## src/design/brf_pkg.sv

```systemverilog
// Shared constants and request codes for the byte ring FIFO with peek.
`default_nettype none

package brf_pkg;

   localparam int SIZE_W  = 9;
   localparam int BYTE_W  = 8;
   localparam int LEN_W   = 7;
   localparam int COUNT_W = 8;

   localparam int SIZE_MIN = 2;
   localparam int SIZE_MAX = (1 << SIZE_W) - 1;

   localparam logic [SIZE_W-1:0] SIZE_RESET = 9'd256;

   localparam logic [1:0] REQ_PUT   = 2'd0;
   localparam logic [1:0] REQ_GET   = 2'd1;
   localparam logic [1:0] REQ_PEEK  = 2'd2;
   localparam logic [1:0] REQ_CLEAR = 2'd3;

endpackage

`default_nettype wire

```

## src/design/byte_ring_fifo_with_peek_top.sv

```systemverilog
// Top level of the byte ring FIFO with put, get, peek and clear requests.
//
//  Channel   Direction  Handshake             Contents
//  req_      in         req_valid/req_stall   req_type, req_write_byte, req_read_length
//  rsp_      out        rsp_valid/rsp_stall   byte, flags, used count, free space, empty
//  csr_      in         csr_wr_en             size_in_use (9 bits), clears both pointers and the count
//
// Put, clear and empty get or peek requests each give one response; puts stream at one per cycle while
// the response is not stalled. A get or peek of n bytes reads the byte store through its single read
// port, one byte per cycle, and the next request is taken after its last byte reaches the response.
// Reset is synchronous, clears the pointers and the count and sets the size register to 256.
// A stalled response holds the run; the store read is held until the byte can be passed on.
`default_nettype none

module byte_ring_fifo_with_peek_top
   import brf_pkg::*;
#(
   parameter int STORE_DEPTH = 256,
   parameter int MAX_RUN     = 64
) (
   input  wire logic               clock,
   input  wire logic               reset,
   input  wire logic               req_valid,
   output logic                    req_stall,
   input  wire logic [1:0]         req_type,
   input  wire logic [BYTE_W-1:0]  req_write_byte,
   input  wire logic [LEN_W-1:0]   req_read_length,
   output logic                    rsp_valid,
   input  wire logic               rsp_stall,
   output logic      [BYTE_W-1:0]  rsp_read_byte,
   output logic                    rsp_byte_valid,
   output logic                    rsp_put_accepted,
   output logic                    rsp_last_of_run,
   output logic      [COUNT_W-1:0] rsp_used_count,
   output logic      [COUNT_W-1:0] rsp_free_space,
   output logic                    rsp_is_empty,
   input  wire logic               csr_wr_en,
   input  wire logic [SIZE_W-1:0]  csr_wr_data
);

   localparam int EFF_DEPTH = (STORE_DEPTH < SIZE_MAX) ? STORE_DEPTH : SIZE_MAX;
   localparam int PW        = $clog2(EFF_DEPTH);
   localparam int SW        = $clog2(EFF_DEPTH + 1);
   localparam int RW        = $clog2(MAX_RUN + 1);
   localparam int XW        = 12;

   localparam logic ST_IDLE = 1'b0;
   localparam logic ST_RUN  = 1'b1;

   logic              state_ff, state_in;
   logic [SIZE_W-1:0] size_ff, size_in;
   logic [PW-1:0]     wp_ff, wp_in;
   logic [PW-1:0]     rp_ff, rp_in;
   logic [PW-1:0]     run_ptr_ff, run_ptr_in;
   logic [SW-1:0]     used_ff, used_in;
   logic [RW-1:0]     remain_ff, remain_in;
   logic              consume_ff, consume_in;
   logic              pend_ff, pend_in;
   logic              pend_last_ff, pend_last_in;
   logic [SW-1:0]     pend_used_ff, pend_used_in;
   logic              out_valid_ff, out_valid_in;
   logic [BYTE_W-1:0] out_byte_ff, out_byte_in;
   logic              out_bvalid_ff, out_bvalid_in;
   logic              out_acc_ff, out_acc_in;
   logic              out_last_ff, out_last_in;
   logic [SW-1:0]     out_used_ff, out_used_in;

   logic [SW-1:0]     eff_size;
   logic [PW-1:0]     wp_next;
   logic [PW-1:0]     run_next;
   logic              req_take;
   logic              out_free;
   logic              load_pend;
   logic              issue;
   logic              room;
   logic [XW-1:0]     len_cap;
   logic [XW-1:0]     run_len;
   logic              mem_wr_en;
   logic [BYTE_W-1:0] mem_rd_data;

   function automatic logic [PW-1:0] advance(input logic [PW-1:0] p, input logic [SW-1:0] s);
      logic [SW-1:0] n;
      n = SW'(p) + SW'(1);
      if (n >= s) begin
         n = '0;
      end
      return PW'(n);
   endfunction

   always_comb begin
      if (XW'(size_ff) < XW'(SIZE_MIN)) begin
         eff_size = SW'(SIZE_MIN);
      end else if (XW'(size_ff) > XW'(EFF_DEPTH)) begin
         eff_size = SW'(EFF_DEPTH);
      end else begin
         eff_size = SW'(size_ff);
      end
   end

   assign wp_next   = advance(wp_ff, eff_size);
   assign run_next  = advance(run_ptr_ff, eff_size);
   assign out_free  = !out_valid_ff || !rsp_stall;
   assign req_stall = !((state_ff == ST_IDLE) && !pend_ff && out_free);
   assign req_take  = req_valid && !req_stall;
   assign load_pend = pend_ff && out_free;
   assign issue     = (state_ff == ST_RUN) && (!pend_ff || load_pend);
   assign room      = XW'(used_ff) < (XW'(eff_size) - XW'(1));
   assign len_cap   = (XW'(req_read_length) > XW'(MAX_RUN)) ? XW'(MAX_RUN)
                                                            : XW'(req_read_length);
   assign run_len   = (len_cap > XW'(used_ff)) ? XW'(used_ff) : len_cap;
   assign mem_wr_en = req_take && (req_type == REQ_PUT) && room;

   always_comb begin
      state_in      = state_ff;
      size_in       = size_ff;
      wp_in         = wp_ff;
      rp_in         = rp_ff;
      run_ptr_in    = run_ptr_ff;
      used_in       = used_ff;
      remain_in     = remain_ff;
      consume_in    = consume_ff;
      pend_in       = pend_ff;
      pend_last_in  = pend_last_ff;
      pend_used_in  = pend_used_ff;
      out_valid_in  = out_valid_ff;
      out_byte_in   = out_byte_ff;
      out_bvalid_in = out_bvalid_ff;
      out_acc_in    = out_acc_ff;
      out_last_in   = out_last_ff;
      out_used_in   = out_used_ff;

      if (out_valid_ff && !rsp_stall) begin
         out_valid_in = 1'b0;
      end

      if (req_take) begin
         out_valid_in  = 1'b1;
         out_byte_in   = '0;
         out_bvalid_in = 1'b0;
         out_acc_in    = 1'b0;
         out_last_in   = 1'b1;
         out_used_in   = used_ff;
         case (req_type)
            REQ_PUT: begin
               if (room) begin
                  wp_in       = wp_next;
                  used_in     = used_ff + SW'(1);
                  out_used_in = used_ff + SW'(1);
                  out_acc_in  = 1'b1;
               end
            end
            REQ_GET, REQ_PEEK: begin
               if (run_len != '0) begin
                  out_valid_in = 1'b0;
                  state_in     = ST_RUN;
                  run_ptr_in   = rp_ff;
                  remain_in    = RW'(run_len);
                  consume_in   = (req_type == REQ_GET);
               end
            end
            REQ_CLEAR: begin
               wp_in       = '0;
               rp_in       = '0;
               used_in     = '0;
               out_used_in = '0;
            end
            default: begin
               out_used_in = used_ff;
            end
         endcase
      end else if (load_pend) begin
         out_valid_in  = 1'b1;
         out_byte_in   = mem_rd_data;
         out_bvalid_in = 1'b1;
         out_acc_in    = 1'b0;
         out_last_in   = pend_last_ff;
         out_used_in   = pend_used_ff;
         pend_in       = 1'b0;
      end

      if (issue) begin
         pend_in      = 1'b1;
         pend_last_in = (remain_ff == RW'(1));
         run_ptr_in   = run_next;
         remain_in    = remain_ff - RW'(1);
         if (consume_ff) begin
            used_in      = used_ff - SW'(1);
            pend_used_in = used_ff - SW'(1);
         end else begin
            pend_used_in = used_ff;
         end
         if (remain_ff == RW'(1)) begin
            state_in = ST_IDLE;
            if (consume_ff) begin
               rp_in = run_next;
            end
         end
      end

      if (csr_wr_en) begin
         size_in = csr_wr_data;
         wp_in   = '0;
         rp_in   = '0;
         used_in = '0;
      end
   end

   always_ff @(posedge clock) begin
      if (reset) begin
         state_ff     <= ST_IDLE;
         size_ff      <= SIZE_RESET;
         wp_ff        <= '0;
         rp_ff        <= '0;
         run_ptr_ff   <= '0;
         used_ff      <= '0;
         remain_ff    <= '0;
         consume_ff   <= 1'b0;
         pend_ff      <= 1'b0;
         out_valid_ff <= 1'b0;
      end else begin
         state_ff     <= state_in;
         size_ff      <= size_in;
         wp_ff        <= wp_in;
         rp_ff        <= rp_in;
         run_ptr_ff   <= run_ptr_in;
         used_ff      <= used_in;
         remain_ff    <= remain_in;
         consume_ff   <= consume_in;
         pend_ff      <= pend_in;
         out_valid_ff <= out_valid_in;
      end
   end

   always_ff @(posedge clock) begin
      pend_last_ff  <= pend_last_in;
      pend_used_ff  <= pend_used_in;
      out_byte_ff   <= out_byte_in;
      out_bvalid_ff <= out_bvalid_in;
      out_acc_ff    <= out_acc_in;
      out_last_ff   <= out_last_in;
      out_used_ff   <= out_used_in;
   end

   brf_ram #(
      .WIDTH(BYTE_W),
      .DEPTH(EFF_DEPTH)
   ) u_store (
      .clock  (clock),
      .wr_en  (mem_wr_en),
      .wr_addr(wp_ff),
      .wr_data(req_write_byte),
      .rd_en  (issue),
      .rd_addr(run_ptr_ff),
      .rd_data(mem_rd_data)
   );

   assign rsp_valid        = out_valid_ff;
   assign rsp_read_byte    = out_byte_ff;
   assign rsp_byte_valid   = out_bvalid_ff;
   assign rsp_put_accepted = out_acc_ff;
   assign rsp_last_of_run  = out_last_ff;
   assign rsp_used_count   = COUNT_W'(out_used_ff);
   assign rsp_free_space   = COUNT_W'(XW'(eff_size) - XW'(1) - XW'(out_used_ff));
   assign rsp_is_empty     = (out_used_ff == '0);

endmodule

`default_nettype wire

```

## src/design/brf_ram.sv

```systemverilog
// Generic single-port-write, single-port-read RAM with a registered read.
`default_nettype none

module brf_ram #(
   parameter int WIDTH = 8,
   parameter int DEPTH = 256
) (
   input  wire logic                     clock,
   input  wire logic                     wr_en,
   input  wire logic [$clog2(DEPTH)-1:0] wr_addr,
   input  wire logic [WIDTH-1:0]         wr_data,
   input  wire logic                     rd_en,
   input  wire logic [$clog2(DEPTH)-1:0] rd_addr,
   output logic      [WIDTH-1:0]         rd_data
);

   logic [WIDTH-1:0] mem_ff [DEPTH];
   logic [WIDTH-1:0] rd_data_ff;

   always_ff @(posedge clock) begin
      if (wr_en) begin
         mem_ff[wr_addr] <= wr_data;
      end
      if (rd_en) begin
         rd_data_ff <= mem_ff[rd_addr];
      end
   end

   assign rd_data = rd_data_ff;

endmodule

`default_nettype wire
```

## config.mk

```make
export PLATFORM = sky130hd
export DESIGN_NAME = byte_ring_fifo_with_peek_top
export DESIGN_NICKNAME = d
export VERILOG_FILES = /design/src/design/brf_pkg.sv /design/src/design/byte_ring_fifo_with_peek_top.sv /design/src/design/brf_ram.sv
export SDC_FILE = /design/constraint.sdc
export NUM_CORES = 2
export LEC_CHECK = 0
export CAP_MARGIN = 30
export CELL_PAD_IN_SITES_DETAIL_PLACEMENT = 0
export CELL_PAD_IN_SITES_GLOBAL_PLACEMENT = 1
export CORE_MARGIN = 2
export CORE_UTILIZATION = 51
export DETAILED_ROUTE_END_ITERATION = 16
export DONT_BUFFER_PORTS = 1
export GPL_TIMING_DRIVEN = 0
export PLACE_DENSITY_LB_ADDON = 0.1
export SYNTH_ARGS = -nofsm -noshare
export SYNTH_HDL_FRONTEND = slang
export SYNTH_HIERARCHICAL = 1
export SYNTH_SLANG_ARGS = --single-unit
```

## constraint.sdc

```tcl
create_clock -name clock -period 4.8 [get_ports clock]
set_clock_uncertainty 0.1 [all_clocks]
set_input_delay 0.48 -clock clock [delete_from_list [all_inputs] [get_ports clock]]
set_output_delay 0.48 -clock clock [all_outputs]
set_load 0.005 [all_outputs]
```

## After elaboration in Yosys (flattened, before gate mapping)

Memories as Yosys holds them, arrays and structs flattened. A register that Yosys moved wholly into a read port is not among the register bits.
Index checks and enable logic that the tools add are counted.

- Bits of input ports: 31
- Latch bits: 0
- Bits in writable memories: 2048
- Bits in registers: 83
- Word-level logic and storage cells: 116
- Bits in read-only memories: 0
- Output and inout bits: 30
- Memories: 1

Memory list:

| name | depth | width | rd ports | clocked after Yosys merged registers in | write ports | line | text |
|---|---|---|---|---|---|---|---|
| u_store.mem_ff | 256 | 8 | 1 | 1 | 1 | brf_ram.sv:17 | `logic [WIDTH-1:0] mem_ff [DEPTH];` |

- Mux-type cells: 47
- Shifts and indexed selects: 0
- Equal/unequal tests: 6
- Divide/modulo/power cells: 0
- $mul: 0
- Order comparisons: 7
- Bitwise gates (word level): 1
- Reductions and logical operators: 30
- Add/subtract/negate cells: 7

Operator list:

| operator | number |
|---|---|
| 8-bit 2-to-1 mux | 12 |
| 9-bit 2-to-1 mux | 10 |
| 7-bit 2-to-1 mux | 5 |
| 8-bit by 1-bit adder with 9-bit output (second input constant) | 2 |
| 9-bit >= comparator | 2 |
| 1-bit 2-to-1 mux | 18 |
| 9-bit case mux with 2 select lines | 1 |
| 8-bit case mux with 2 select lines | 1 |
| 9-bit by 12-bit < comparator with 1-bit output | 1 |
| 12-bit nonzero test | 1 |
| 2-bit nonzero test | 6 |
| 9-bit by 1-bit subtractor with 10-bit output (second input constant) | 1 |
| 9-bit by 1-bit adder with 9-bit output (second input constant) | 1 |
| 7-bit by 9-bit greater-than comparator with 1-bit output | 1 |
| 9-bit greater-than comparator (second input constant) | 1 |
| 9-bit zero test | 1 |
| 9-bit by 2-bit < comparator with 1-bit output (second input constant) | 1 |
| 3-bit AND reduction | 3 |
| 9-bit by 1-bit subtractor with 9-bit output (second input constant) | 1 |
| 1-bit logical AND | 8 |
| 8-bit subtractor | 1 |
| 7-bit by 1-bit equality test with 1-bit output (second input constant) | 1 |
| 7-bit greater-than comparator (second input constant) | 1 |
| 7-bit by 1-bit subtractor with 7-bit output (second input constant) | 1 |
| 11 further kinds | 17 |

## Longest topological paths before layout

- Depth after elaboration: 10
- Depth in mapped cells: 20
- Gate-level depth less buffers: 15

## Cells and area by module

The synthesis kept the hierarchy.

By module, submodules not included:

| module | area an instance (µm²) | cells each | times used | sequential area each (µm²) |
|---|---|---|---|---|
| brf_ram | 79636.4 | 3733 | 1 | 61739.2 |
| byte_ring_fifo_with_peek_top | 5514.0 | 657 | 1 | 1861.8 |

## Worst setup path after synthesis

Ideal clock, no wire load.

- Path type: register to register
- Start point: register size_ff[4]
- End point: memory u_store.mem_ff[234][0], enable pin
- Clock period less this slack: 5.124 ns
- Path slack: -0.324 ns
- Library setup time: 0.370 ns
- Required time: 4.330 ns
- Path buffers: 4
- Data arrival time: 4.654 ns
- Stages on the path, launching flop included: 19
- Cells stage by stage: dfxtp_1 > or4_4 > nor3_1 > o21ai_0 > ha_1 > clkbuf_1 > xnor2_1 > inv_1 > ha_1 > a211oi_1 > a21oi_1 > a311oi_1 > a32oi_4 > nor2_1 > clkbuf_1 > buf_1 > nand3_1 > clkbuf_1 > nor2_1

- Longest elaborated chain between the ends: 8
- Elaborated cells on any way between the ends: 9
- Those cells by class: 1 x add/sub; 3 x order compare; 4 x mux; 1 x reduce/logical

Ends and longest elaborated chain:

| element | line | text |
|---|---|---|
| start: declaration | byte_ring_fifo_with_peek_top.sv:51 | `logic [SIZE_W-1:0] size_ff, size_in;` |
| start signal: assignment | byte_ring_fifo_with_peek_top.sv:222 | `size_ff <= size_in;` |
| 9-bit greater-than comparator | byte_ring_fifo_with_peek_top.sv:93 | `end else if (XW'(size_ff) > XW'(EFF_DEPTH)) begin` |
| 9-bit 2-to-1 mux | byte_ring_fifo_with_peek_top.sv:93 |  |
| 9-bit 2-to-1 mux (*) | byte_ring_fifo_with_peek_top.sv:91 | `if (XW'(size_ff) < XW'(SIZE_MIN)) begin` |
| 9-bit by 1-bit subtractor with 10-bit output (*) | -- |  |
| 9-bit by 12-bit < comparator with 1-bit output (*) | byte_ring_fifo_with_peek_top.sv:107 | `assign room = XW'(used_ff) < (XW'(eff_size) - XW'(1));` |
| 1-bit logical AND (*) | byte_ring_fifo_with_peek_top.sv:111 | `assign mem_wr_en = req_take && (req_type == REQ_PUT) && room;` |
| net mem_wr_en | byte_ring_fifo_with_peek_top.sv:78 | `logic mem_wr_en;` |
| 1-bit 2-to-1 mux (*) | brf_ram.sv:21 | `if (wr_en) begin` |
| 1-bit 2-to-1 mux (not written as such) (*) | brf_ram.sv:22 | `mem_ff[wr_addr] <= wr_data;` |
| end: declaration | brf_ram.sv:17 |  |

Mark *: on every way through the listed nets, which the timed path passes. The rest lies on a longest branch.

==> impl_results.md <==
- Status: finished, violations left
- Failing checks: slew limit, setup timing
- Syn nets: between 4k and 5k
- RSZ-0062 raised after global routing: yes
- Final-report setup violation count: 62
- Most common cell after layout, fill and taps aside: edfxtp_1
- Fin worst setup slack: -0.2221 ns
- TritonCTS clock tree: done
- Tcrit/Tclk final: 104.6%
- Core Area: 165400 sq um
- Pre-antenna DRT Iters: 6
- RR Endpoint: u_store/rd_data[1]$_DFFE_PP_
- Starting Density: roughly half
- Synth top area share: 73.21%
- Post-synthesis sequential area ratio: 74.69%
- Arr. time, crit path: 5.61 ns
- Count of input and output buffers: 0
- Global-route wire length before repair: 368.5 mm
- Detail Route Antenna Nets: 0
- Worst setup path start: run_ptr_ff[2]$_SDFFE_PP0P_
- Cell count after synthesis: 4390
- Cell row count: 149
- Min Tclk post-route: 5.022 ns
- RD Place Congestion: 0.9694
- Worst slack, placed: -2.881 ns
- Drt drc: 0
- Critical Path RT: 5.39 ns
- CTS root buf: clkbuf_16
- Power Density: between 400 and 500 nW/um^2
- Leak Pwr: 30.68 nW
- Reg2Reg Depth: 10
- Mapped cell area: approximately 85000 sq um
- Simple-gate area share of the yosys netlist: 3.860%
- Largest family of logic cells by synthesized area: multiplexers
- 1st-iter DRT viols: 6975
- Tot GR Track Use: 31.99%
- Hold Crit Class: in -> reg
- Drt wl/cell: 37.75 um
- Tightest Pin Transition: between 1.5 and 2 ns
- Top FF cell, synth: edfxtp_1
- Setup TNS: -1.139 ns
- Max FO, Critical Path: 10
- TritonCTS buffer count: 216
- Final Hold Vio Count: 0
- CP Class: reg -> reg
- Via count: 47.80k
- Seq cells post-synth: 2139
- Die Y: 412.6 um
- Library cells used by synthesis: a little under 80
- Synth Area in Compound Gates: 4.380%
- Setup crit end: u_store/rd_data[1]$_DFFE_PP_
- Die width: 412.6 um
- Count of clock tree sinks: between 2k and 2.5k
- EDFF count, synth: 2076
- Worst VDD drop: 0.4420 mV
- Number of global-route vias before repair: 45.49k
- Type of origin of the critical path: register
- Routed vias/inst: 6.617
- Post-Synth XOR/XNOR Area: 0.3703%
- Max H-tree Level: 4
- DP HPWL: 178.4 mm
- Max-slew violations: 118
- IO Pins: 61
- Clock Path Buffers: 3
- Syn avg cell area: 19.40 sq um
- Largest net degree at the start of global routing: 257
- R2r setup slk: -0.22 ns
- Post-synthesis mux area share: 13.88%
- Leading area contributor after synthesis: edfxtp_1
- Initial antenna violation count: 11
- Clk_lat worst skew: roughly 0.88 ns
- DIE AREA: 170200 sq um
- Worst flop-to-flop path startpoint: run_ptr_ff[2]$_SDFFE_PP0P_
- Most frequent cells in the layout: edfxtp_1 (2076), mux4_2 (454), clkbuf_16 (230)
- Grt ovf: 0
- Area grow syn2layout: 18.55%
- Yosys warning total: 6
- Reg clk slew, reported paths: 0.06 ns
- Synth area leaders: edfxtp_1 (73%), mux4_2 (12%), mux2i_1 (1.8%)
- Crit. End Element: register
- Nets@finish: 4931
- Maxcap violations: 0
- Routed wire length: 272.7 mm
- Slew HR: -4.583%
- Share of post-route cells with drive strength above 1: 28.80%
- Adder-cell area share of the yosys netlist: 0.7288%
- Asr flop ratio synth: 0%
- Max Freq: 0.1991 GHz
==> area by class of cell <==
class	count	area (sq um)
Antenna cell	2	5.005
Buffer	269	1996
Clock buffer	269	5678
Clock inverter	130	1371
Fill cell	11770	64420
Inverter	37	145.1
Multi-Input combinational cell	1942	21770
Sequential cell	2139	63620
Tap cell	2189	2739
Timing Repair Buffer	246	3620
==> power breakdown <==
group	leakage (nW)	switching [W]	total, W	internal [W]
clock network	3.44	0.00711	0.0169	0.00976
registers	19.2	0.0000584	0.0206	0.0205
logic	8.07	0.00207	0.00314	0.00107
==> flip-flops by register name, indices dropped and copies added (netlist names), 8 cells and up <==
register and cells:
u_store/rd_data 8, pend_used_ff 9, rp_ff 8, rsp_read_byte 8, size_ff 9, run_ptr_ff 8, used_ff 9, u_store/mem_ff 2048
wp_ff 8, out_used_ff 9
==> per-stage QoR <==
step,cells,total power (W),area [sq um],hold WS [ns],util (%)
6_report,7223,0.04061,100900,0.06973,61.04
5_1_grt,7221,0.04158,100900,0.09053,61.04
4_1_cts,7141,0.04070,99420,0.01305,60.12
3_5_place_dp,6642,0.02366,89310,0.3575,54.01
3_3_place_gp,6579,0.02359,88420,0.3467,53.47
2_1_floorplan,4390,0.02246,85680,0.3333,-
==> metal layers <==
metal  vias up  track usage (%)  share of wire (%)
li1      19050                -                  -
met1     25330            45.40                 39
met2      2882            47.94                 45
met3       529            8.453                 12
met4         4            12.04                4.7
met5         -                0             0.0099
==> cell families after synthesis <==
| kind of cell | Yosys count |
|---|---|
| flip-flops | 2139 |
| multiplexers | 610 |
| buffers and inverters | 309 |
| XOR/XNOR | 36 |
| AND/OR/NAND/NOR | 707 |
| adder cells (fa/ha/maj) | 49 |
| AO/OA/AOI/OAI | 540 |
==> worst max-delay path, cell delays in order, from the launching register on <==
cell      delay [ns]
dfxtp_1         0.70
buf_4           0.47
buf_2           0.58
nand3b_1        0.37
clkbuf_1        0.49
o221ai_1        0.69
a21oi_1         0.20
a21oi_1         0.22
nor3_1          0.07
nor4_1          0.62
buf_2           0.31
==> cells in the mapped netlist (all sizes together) (35+ instances only) <==
master,instances
buf,137
edfxtp,2076
mux2i,151
o22ai,37
o21ai,39
clkbuf,135
o221ai,49
ha,48
mux4,456
nand3,52
nor3,41
a21oi,140
a22oi,148
nor2,344
dfxtp,63
inv,35
nor4,36
nor2b,40
nand2,105
==> how the worst min path moves through the flow <==
| stage | to | cells past startpoint | slack [ns] | startpoint |
|---|---|---|---|---|
| global route | remain_ff[4]$_SDFFE_PP0P_ | 5 | 0.09 | req_read_length[6] |
| detailed placement | rsp_last_of_run$_SDFFE_PP1P_ | 2 | 0.36 | pend_last_ff$_DFFE_PP_ |
| CTS | remain_ff[4]$_SDFFE_PP0P_ | 5 | 0.01 | req_read_length[6] |
| global placement | rsp_last_of_run$_SDFFE_PP1P_ | 2 | 0.35 | pend_last_ff$_DFFE_PP_ |
| finish | u_store/mem_ff[21][6]$_DFFE_PP_ | 1 | 0.07 | req_write_byte[6] |
| floorplan | rsp_last_of_run$_SDFFE_PP1P_ | 2 | 0.33 | pend_last_ff$_DFFE_PP_ |
==> what timing repair did <==
item	in CTS	in global routing
pin swaps	72	87
endpoints found under the hold margin	2069	0
setup endpoints to repair	2069	1803
resized for setup	375	106
gates cloned	3	5
hold buffers	23	0
buffers inserted	76	64
(Power assumes the default switching activity.)
